--- src/rtl/core/assert_macros.svh ---
// Assertion macros shared by the RTL of the calibration solver.
// Depends on a clock named clk and an active-low reset named arst_n in scope.
`ifndef ASSERT_MACROS_SVH
`define ASSERT_MACROS_SVH
`ifndef SYNTHESIS
// Check that an expression holds at every clock edge outside reset.
`define ASSERT_ALWAYS(lbl, expr) \
	lbl: assert property (@(posedge clk) disable iff (!arst_n) (expr)) \
		else $error("assertion failed");
// Check that a consequent holds in the cycle after its antecedent.
`define ASSERT_NEXT(lbl, ante, cons) \
	lbl: assert property (@(posedge clk) disable iff (!arst_n) (ante) |=> (cons)) \
		else $error("assertion failed");
`else
`define ASSERT_ALWAYS(lbl, expr)
`define ASSERT_NEXT(lbl, ante, cons)
`endif
`endif

--- src/rtl/core/tacs_pkg.sv ---
// Shared types, constants and the solve microprogram of the calibration solver.
// No dependencies.
`default_nettype none
package tacs_pkg;

	localparam int NUM_POINTS_DEF = 5;
	localparam int COORD_BITS_DEF = 12;
	localparam int FRAC_BITS_DEF  = 16;

	localparam int W          = 128;
	localparam int IN_DATA_W  = 56;
	localparam int OUT_DATA_W = 216;
	localparam int COEF_W     = 32;
	localparam int NCOEF      = 6;
	localparam int SCALE_W    = 17;
	localparam int UPC_W      = 6;
	localparam int NREG       = 19;

	localparam logic [COEF_W-1:0] SAT_MIN = 32'h8000_0000;
	localparam logic [COEF_W-1:0] SAT_MAX = 32'h7FFF_FFFF;

	localparam logic MAC_ADD = 1'b0;
	localparam logic MAC_SUB = 1'b1;

	typedef enum logic [2:0] {
		OP_SUM, OP_MAC, OP_ST, OP_ZT, OP_DIV, OP_END
	} op_t;

	typedef enum logic [2:0] {
		SRC_ONE, SRC_RX, SRC_RY, SRC_SX, SRC_SY
	} src_t;

	typedef enum logic [4:0] {
		R_N, R_SX, R_SY, R_SXX, R_SYY, R_SXY,
		R_ZX0, R_ZXX, R_ZXY, R_ZY0, R_ZYX, R_ZYY,
		R_A, R_B, R_C, R_E, R_F, R_I, R_DET
	} reg_t;

	typedef enum logic [2:0] {
		C_XOFF, C_XRX, C_XRY, C_YOFF, C_YRX, C_YRY
	} coef_t;

	typedef struct packed {
		op_t   opc;
		reg_t  ra;
		reg_t  rb;
		logic  neg;
		src_t  p;
		src_t  q;
		coef_t cidx;
	} uop_t;

	typedef struct packed {
		logic go;
		uop_t uop;
	} cmd_t;

	typedef struct packed {
		logic done;
		logic det_zero;
	} stat_t;

	typedef struct packed {
		logic valid;
		logic ok;
	} pub_t;

	function automatic uop_t u_sum(src_t p, src_t q, reg_t d);
		uop_t u;
		u = '0;
		u.opc = OP_SUM;
		u.p = p;
		u.q = q;
		u.ra = d;
		return u;
	endfunction

	function automatic uop_t u_mac(reg_t a, reg_t b, logic neg);
		uop_t u;
		u = '0;
		u.opc = OP_MAC;
		u.ra = a;
		u.rb = b;
		u.neg = neg;
		return u;
	endfunction

	function automatic uop_t u_op(op_t opc, reg_t d, coef_t c);
		uop_t u;
		u = '0;
		u.opc = opc;
		u.ra = d;
		u.cidx = c;
		return u;
	endfunction

	// Solve sequence: point sums, adjugate, determinant, zero test, six quotients.
	function automatic uop_t ucode(logic [UPC_W-1:0] pc);
		uop_t u;
		case (pc)
			6'd0:  u = u_sum(SRC_ONE, SRC_ONE, R_N);
			6'd1:  u = u_sum(SRC_RX, SRC_ONE, R_SX);
			6'd2:  u = u_sum(SRC_RY, SRC_ONE, R_SY);
			6'd3:  u = u_sum(SRC_RX, SRC_RX, R_SXX);
			6'd4:  u = u_sum(SRC_RY, SRC_RY, R_SYY);
			6'd5:  u = u_sum(SRC_RX, SRC_RY, R_SXY);
			6'd6:  u = u_sum(SRC_SX, SRC_ONE, R_ZX0);
			6'd7:  u = u_sum(SRC_SX, SRC_RX, R_ZXX);
			6'd8:  u = u_sum(SRC_SX, SRC_RY, R_ZXY);
			6'd9:  u = u_sum(SRC_SY, SRC_ONE, R_ZY0);
			6'd10: u = u_sum(SRC_SY, SRC_RX, R_ZYX);
			6'd11: u = u_sum(SRC_SY, SRC_RY, R_ZYY);
			6'd12: u = u_mac(R_SXX, R_SYY, MAC_ADD);
			6'd13: u = u_mac(R_SXY, R_SXY, MAC_SUB);
			6'd14: u = u_op(OP_ST, R_A, C_XOFF);
			6'd15: u = u_mac(R_SXY, R_SY, MAC_ADD);
			6'd16: u = u_mac(R_SYY, R_SX, MAC_SUB);
			6'd17: u = u_op(OP_ST, R_B, C_XOFF);
			6'd18: u = u_mac(R_SXY, R_SX, MAC_ADD);
			6'd19: u = u_mac(R_SXX, R_SY, MAC_SUB);
			6'd20: u = u_op(OP_ST, R_C, C_XOFF);
			6'd21: u = u_mac(R_SYY, R_N, MAC_ADD);
			6'd22: u = u_mac(R_SY, R_SY, MAC_SUB);
			6'd23: u = u_op(OP_ST, R_E, C_XOFF);
			6'd24: u = u_mac(R_SX, R_SY, MAC_ADD);
			6'd25: u = u_mac(R_SXY, R_N, MAC_SUB);
			6'd26: u = u_op(OP_ST, R_F, C_XOFF);
			6'd27: u = u_mac(R_SXX, R_N, MAC_ADD);
			6'd28: u = u_mac(R_SX, R_SX, MAC_SUB);
			6'd29: u = u_op(OP_ST, R_I, C_XOFF);
			6'd30: u = u_mac(R_A, R_N, MAC_ADD);
			6'd31: u = u_mac(R_B, R_SX, MAC_ADD);
			6'd32: u = u_mac(R_C, R_SY, MAC_ADD);
			6'd33: u = u_op(OP_ST, R_DET, C_XOFF);
			6'd34: u = u_op(OP_ZT, R_DET, C_XOFF);
			6'd35: u = u_mac(R_A, R_ZX0, MAC_ADD);
			6'd36: u = u_mac(R_B, R_ZXX, MAC_ADD);
			6'd37: u = u_mac(R_C, R_ZXY, MAC_ADD);
			6'd38: u = u_op(OP_DIV, R_DET, C_XOFF);
			6'd39: u = u_mac(R_B, R_ZX0, MAC_ADD);
			6'd40: u = u_mac(R_E, R_ZXX, MAC_ADD);
			6'd41: u = u_mac(R_F, R_ZXY, MAC_ADD);
			6'd42: u = u_op(OP_DIV, R_DET, C_XRX);
			6'd43: u = u_mac(R_C, R_ZX0, MAC_ADD);
			6'd44: u = u_mac(R_F, R_ZXX, MAC_ADD);
			6'd45: u = u_mac(R_I, R_ZXY, MAC_ADD);
			6'd46: u = u_op(OP_DIV, R_DET, C_XRY);
			6'd47: u = u_mac(R_A, R_ZY0, MAC_ADD);
			6'd48: u = u_mac(R_B, R_ZYX, MAC_ADD);
			6'd49: u = u_mac(R_C, R_ZYY, MAC_ADD);
			6'd50: u = u_op(OP_DIV, R_DET, C_YOFF);
			6'd51: u = u_mac(R_B, R_ZY0, MAC_ADD);
			6'd52: u = u_mac(R_E, R_ZYX, MAC_ADD);
			6'd53: u = u_mac(R_F, R_ZYY, MAC_ADD);
			6'd54: u = u_op(OP_DIV, R_DET, C_YRX);
			6'd55: u = u_mac(R_C, R_ZY0, MAC_ADD);
			6'd56: u = u_mac(R_F, R_ZYX, MAC_ADD);
			6'd57: u = u_mac(R_I, R_ZYY, MAC_ADD);
			6'd58: u = u_op(OP_DIV, R_DET, C_YRY);
			default: u = u_op(OP_END, R_N, C_XOFF);
		endcase
		return u;
	endfunction

endpackage
`default_nettype wire

--- src/rtl/core/tacs_ctrl.sv ---
// Controller: steps the solve microprogram and hands finished results to the output stage.
// Depends on tacs_pkg.
`default_nettype none
module tacs_ctrl (
	input  wire logic clk,
	input  wire logic arst_n,
	input  wire logic start,
	input  wire logic out_free,
	input  wire tacs_pkg::stat_t stat,
	output tacs_pkg::cmd_t cmd,
	output tacs_pkg::pub_t pub,
	output logic in_ready
);
	typedef enum logic [1:0] {C_IDLE, C_ISSUE, C_WAIT, C_PUB} cstate_t;

	cstate_t state_q;
	logic [tacs_pkg::UPC_W-1:0] pc_q;
	logic ok_q;
	tacs_pkg::cmd_t cmd_q;
	tacs_pkg::pub_t pub_q;
	tacs_pkg::uop_t cur;

	assign cur = tacs_pkg::ucode(pc_q);

	always_ff @(posedge clk or negedge arst_n) begin
		if (!arst_n) begin
			state_q <= C_IDLE;
			pc_q <= '0;
			ok_q <= 1'b0;
			cmd_q <= '0;
			pub_q <= '0;
		end else begin
			cmd_q.go <= 1'b0;
			pub_q.valid <= 1'b0;
			case (state_q)
				C_IDLE: begin
					if (start) begin
						pc_q <= '0;
						state_q <= C_ISSUE;
					end
				end
				C_ISSUE: begin
					if (cur.opc == tacs_pkg::OP_END) begin
						ok_q <= 1'b1;
						state_q <= C_PUB;
					end else begin
						cmd_q.uop <= cur;
						cmd_q.go <= 1'b1;
						state_q <= C_WAIT;
					end
				end
				C_WAIT: begin
					if (stat.done) begin
						if (cmd_q.uop.opc == tacs_pkg::OP_ZT && stat.det_zero) begin
							ok_q <= 1'b0;
							state_q <= C_PUB;
						end else begin
							pc_q <= pc_q + 1'b1;
							state_q <= C_ISSUE;
						end
					end
				end
				C_PUB: begin
					if (out_free) begin
						pub_q.valid <= 1'b1;
						pub_q.ok <= ok_q;
						state_q <= C_IDLE;
					end
				end
				default: state_q <= C_IDLE;
			endcase
		end
	end

	assign cmd = cmd_q;
	assign pub = pub_q;
	assign in_ready = (state_q == C_IDLE);

endmodule
`default_nettype wire

--- config.mk ---
export PLATFORM = sky130hd
export DESIGN_NAME = tacs_ctrl
export DESIGN_NICKNAME = d
export VERILOG_FILES = /design/src/rtl/core/assert_macros.svh /design/src/rtl/core/tacs_pkg.sv /design/src/rtl/core/tacs_ctrl.sv
export SDC_FILE = /design/constraint.sdc
export NUM_CORES = 1
export LEC_CHECK = 0
export ABC_AREA = 0
export BUFFER_PORTS_ARGS = -buffer_cell sky130_fd_sc_hd__buf_2
export CELL_PAD_IN_SITES_DETAIL_PLACEMENT = 0
export CELL_PAD_IN_SITES_GLOBAL_PLACEMENT = 1
export CORE_MARGIN = 3
export CORE_UTILIZATION = 48
export DETAILED_ROUTE_END_ITERATION = 10
export PLACE_DENSITY_LB_ADDON = 0.05
export SETUP_SLACK_MARGIN = 0.5
export SKIP_LAST_GASP = 1
export SYNTH_ARGS = -nofsm -noshare
export SYNTH_HDL_FRONTEND = slang
export SYNTH_SLANG_ARGS = --single-unit
--- constraint.sdc ---
create_clock -name clk -period 4.9 [get_ports clk]
set_input_delay 0.98 -clock clk [delete_from_list [all_inputs] [get_ports clk]]
set_output_delay 0.98 -clock clk [all_outputs]
set_load 0.02 [all_outputs]
# Yosys cells after proc, flatten, opt, wreduce, memory -nomap -nowiden
# Memory sizes are Yosys's and may differ from the RTL's.
# Index checks and enable logic that the tools add are counted.
# classes
n_bitwise	1
n_addsub	1
n_reduce_logical	9
n_div	0
multipliers	0
eq_ne	11
shift	0
magnitude_cmp	0
mux	18
# op_table
operator	count
two-way mux 24 bit	2
two-way mux 6 bit	3
two-way mux 2 bit	6
!= test 2 bit, second input constant	6
one-hot mux 6 bit (2 select lines)	1
one-hot mux 2 bit (4 select lines)	1
AND reduction 4 bit	2
adder 6 x 1 -> 6 bit, second input constant	1
equality test 2 bit, second input constant	2
two-way mux 1 bit	4
AND reduction 2 bit	2
nonzero test 2 bit	2
equality test 3 x 2 -> 1 bit, second input constant	1
equality test 3 bit, second input constant	1
AND reduction 3 bit	1
equality test 2 x 1 -> 1 bit, second input constant	1
logical NOT 2 bit	1
one-hot mux 1 bit (2 select lines)	1
logical AND 1 bit	1
NOT 1 bit	1
# word_totals
word_cells	54
mem_bits_ro	1344
latch_bits	0
inputBits	6
mem_count	1
ram_bits	0
regBits	35
output_inout_bits	27
# mem_list
memory	depth	word_bits	rd	rd_clocked_by_memory_dff	wr	line_no	text
(no name shown)	64	21	1	0	0	tacs_pkg.sv:100	case (pc)

# Logic depth before layout (Yosys ltp)
# depth
word_depth	5
depth_mapped	10
mapped_depth_nobuf	7

# Worst setup path before layout
# Ideal clock, no wire load.
# synth_timing
path_type	register to register
startpoint	register pc_q[0] in the netlist's numbering
endpoint	register cmd_q, in the netlist cmd[0]
stages_incl_launch_ff	11
setup_ns	0.125
period_less_slack_ns	2.491
t_arrival_ns	2.366
required_ns	4.775
path_buffers	3
setup_slack_ns	2.409
path_cell_list	dfrtp_1 > clkbuf_1 > inv_1 > ha_1 > buf_2 > inv_1 > a2111oi_0 > a211o_2 > a21oi_2 > buf_6 > mux2_4
# synth_via
elab_chain_cells	4
# synth_lines
element	line_no	text
start: declaration	tacs_ctrl.sv:17	logic [tacs_pkg::UPC_W-1:0] pc_q;
start signal: assignment	tacs_ctrl.sv:58	pc_q <= pc_q + 1'b1;
memory (64 x 21 bit) (*)	-	
equality test 3 bit	tacs_ctrl.sv:43	if (cur.opc == tacs_pkg::OP_END) begin
NOT 1 bit (no line)	-	
AND reduction 2 bit (no line)	-	
end: declaration	tacs_ctrl.sv:19	tacs_pkg::cmd_t cmd_q;
# Mark *: on every way between the ends. The rest lies on a longest branch, timed or not.
# A chain may end at the register's enable or synchronous reset.

# Worst setup path after layout
# layout_timing
startpoint	register pc_q[1] in the netlist's numbering
endpoint	register cmd_q, in the netlist cmd[1]
# The elaborated chain is that of the path after synthesis.

==> key figures <==
Power
  – Lkg Pwr: 1.21 nW
  – Switching share of power: 46.0%
  – P per Cell Area: 464 nW/um2
  – Clk pwr share: 15.5%
  – Worst vdd ir: 0.000255 V
  – Internal: 687 uW
  – Switching Power: 587 uW
  – Flop pwr share: 32.2%
  – Comb pwr share: 52.3%
  – Final Power: 1.27 mW

Floorplan
  – Initial Util: 51.8%
  – Vert. Die Dim: 78.8 um
  – Core area: 4910 um2
  – Die ar.: 6210 um2
  – Die width: 78.8 um
  – Row count: 25
  – Ports: 33

Synthesis
  – FFs w/ async S/R, synth: 100%
  – Number of synthesized register bits: 33
  – Mapped Avg Cell Area: 8.93 um2
  – Top-area cell type share of the netlist area: 32.5%
  – Post-Synth Adder-Cell Area: 4.43%
  – Sequential element share of the synthesized area: 32.5%
  – Synth Flop Type: dfrtp_1
  – Top cells by count, synth: 33 x dfrtp_1, 26 x nand2_1, 21 x o21ai_0
  – Syn. warnings: 0
  – Syn Std Cell Area: 2540 um2
  – Mux share of post-synthesis cell area: 15.6%
  – Post-Synth XOR/XNOR Area: 0.344%
  – Unique masters post-synth: 61
  – Largest cells by area after synthesis: dfrtp_1 32%, mux2_4 8.3%, mux2i_1 5.1%
  – Largest family of logic cells by synthesized area: compound AO/OA/AOI/OAI gates
  – Largest area contributor in the netlist: dfrtp_1
  – Most common cell in the synthesized netlist: dfrtp_1
  – Simple-gate share of the synthesized area: 15.2%
  – Post-synthesis cell count: 285
  – Compound-Gate Fraction of Synth Area: 23.8%
  – Post-synth EDFFs: 0

Detailed routing
  – Post-Route WL: 6460 um
  – DR WL/cell: 17.6 um
  – Via density: 6.21
  – # DRC: 0
  – DR vias: 2,273
  – DRT Pass-1 Iters: 5
  – Iter 0 DRT Violations: 286
  – ANT nets after route: 0

Setup path
  – Required time of the critical path: 5070 ps
  – Worst Setup Start Kind: flip-flop
  – Worst Path Max Fanout: 20
  – CP Capture Type: flip-flop
  – Worst path slowest cell: dfrtp_1
  – Sequence of cells on the critical path: inv_1 > ha_1 > nor2b_1 > a2111oi_0 > a211o_2 > a21oi_2 > buf_4 > mux2_4
  – CP Class: reg2reg
  – Slowest stage delay, CP: 550 ps
  – Reg2reg start: pc_q[1]$_DFFE_PN0P_
  – Crit Reg-Reg Endpoint: cmd[1]$_DFFE_PN0P_
  – Flop2flop setup slack: 1920 ps
  – Data arrival, critical path: 3140 ps
  – Worst-case reg-to-reg path depth: 8

Finish
  – Nets: 313
  – Layout cells sized above 1: 22.1%
  – Filler cell count: 486
  – Post-layout instance count excluding filler cells: 366
  – Diode count: 0
  – P&R area growth vs syn: 7.82%

CTS
  – Setup bufs post-CTS: 0
  – Clock-pin slew on the worst setup and hold paths: 70 ps
  – Post-cts resize count: 0
  – CTS buffer count: 5
  – Cts hold-fix bufs: 0
  – Sink Count: 33
  – CTS Buffer Depth: 2
  – Clk root buf: clkbuf_8
  – CTS tree: done
  – H-tree depth: 2
  – Skew-Pair Late Insertion Delay: 280 ps

Worst hold path
  – Hold WC Path Type: reg2reg
  – Hold Path End: cmd[1]$_DFFE_PN0P_
  – HP Start: cmd[1]$_DFFE_PN0P_
  – Hold depth: 1

Global route
  – First-pass GRT wire length: 10,800 um
  – Grt ovf: 0
  – Initial antenna violation count: 0
  – Total GRT Usage: 21.8%
  – Largest net degree at the start of global routing: 45
  – Vias in the first global route: 2,099

STA
  – Final-report setup violation count: 0
  – Final cycle utilization of the critical path: 60.8%
  – Minimum clock period: 2980 ps
  – RSZ-0062 raised after global routing: no
  – Worst-margin pin slew: 814 ps
  – Final Max Slew Viols: 0
  – Total negative slack: 0 ps
  – Clock Skew: 4.67 ps
  – Max-slew headroom: 45.7%
  – Fmax: 336 MHz
  – Final hold vios: 0

Placed design
  – Hpwl dp: 4480 um
  – Gpl congestion: 0.871
  – Placed cell count: 358
  – I/O Buffers: 30

Outcome
  – Status: finished clean

Flow run
  – Max Cap Viol: 0
[per-stage QoR]
step | worst slack [ps] | cell area (um2) | hold slack (ps) | utilization (%)
final | 1920 | 2740 | 506 | 55.8
after floorplan | 2410 | 2550 | 464 | -
after global routing | 1690 | 2740 | 520 | 55.8
after CTS | 1940 | 2740 | 509 | 55.8
after detailed placement | 1970 | 2660 | 487 | 54.2
after global placement | 2060 | 2660 | 488 | 54.2
[worst max-delay path, delay by kind of cell, from the launching register on]
kind | cells | cell delay [ps]
muxes | 1 | 330
adders and majority gates | 1 | 440
buffers and inverters | 2 | 550
AOI/OAI and AO/OA | 3 | 650
DFF | 1 | 550
and+or+nand+nor | 1 | 320
[how the worst max path moves through the flow]
stage	end	start	slack, ps
after floorplan	cmd[0]$_DFFE_PN0P_	pc_q[0]$_DFFE_PN0P_	2410
after global placement	cmd[9]$_DFFE_PN0P_	pc_q[1]$_DFFE_PN0P_	2060
after detailed placement	cmd[17]$_DFFE_PN0P_	pc_q[1]$_DFFE_PN0P_	1970
after CTS	cmd[1]$_DFFE_PN0P_	pc_q[1]$_DFFE_PN0P_	1940
after global routing	cmd[1]$_DFFE_PN0P_	pc_q[1]$_DFFE_PN0P_	1690
final	cmd[1]$_DFFE_PN0P_	pc_q[1]$_DFFE_PN0P_	1920
[power groups by stage]
stage,clock network (mW),logic (mW),registers (mW)
3_3_place_gp,0,0.663,0.411
3_5_place_dp,0,0.658,0.414
6_report,0.198,0.666,0.410
4_1_cts,0.205,0.661,0.410
5_1_grt,0.220,0.726,0.424
2_1_floorplan,0,0.507,0.419
[cells in the final DEF, fill, tap and decap left out, drive strengths merged, types with 2 or more instances in the layout]
master,netlist,final
mux2i,13,13
o311ai,2,2
a2111oi,4,4
nand2,26,26
inv,13,13
o21ai,22,22
o32ai,2,2
clkbuf,12,6
ha,9,9
o311a,2,2
a21boi,3,3
o211ai,3,3
nand2b,4,4
a211o,3,3
nor2,16,16
nor3b,2,2
o31ai,2,2
conb,1,2
buf,17,34
a21oi,17,17
a221oi,2,2
mux2,19,19
and2,4,4
a211oi,6,6
clkinv,1,3
and3,2,2
nor3,7,7
dfrtp,33,33
o22ai,4,4
nor2b,8,8
nand3,7,7
[per-layer routing]
metal	GRT usage (%)	wire, um	up-vias
met1	29.7	2910	1123
met3	4.42	430	11
met4	5.77	97	0
met2	35.3	3020	87
met5	0	0	-
li1	-	-	1052
[final cells by class]
cell class                      count  area, um2  share of cell area [%]
Inverter                           14       52.6                    1.92
Timing Repair Buffer               34        180                    6.57
Clock inverter                      2       10.0                   0.365
Clock buffer                        6       72.6                    2.65
Tap cell                           67       83.8                    3.06
Sequential cell                    33        826                    30.1
Multi-Input combinational cell    210       1520                    55.3
[registers in the layout, summed over array words and instances (netlist names)]
signal / cells
state_q: 2
pc_q: 6
cmd: 22
ok_q: 1
pub: 2
[logic make-up after synthesis]
family	after synthesis
compound gates	86
simple gates	80
xor+xnor	1
flops	33
buf+inv	43
other cells	1
fa+ha+maj	9
mux	32
Power figures use the tool's default switching activity.
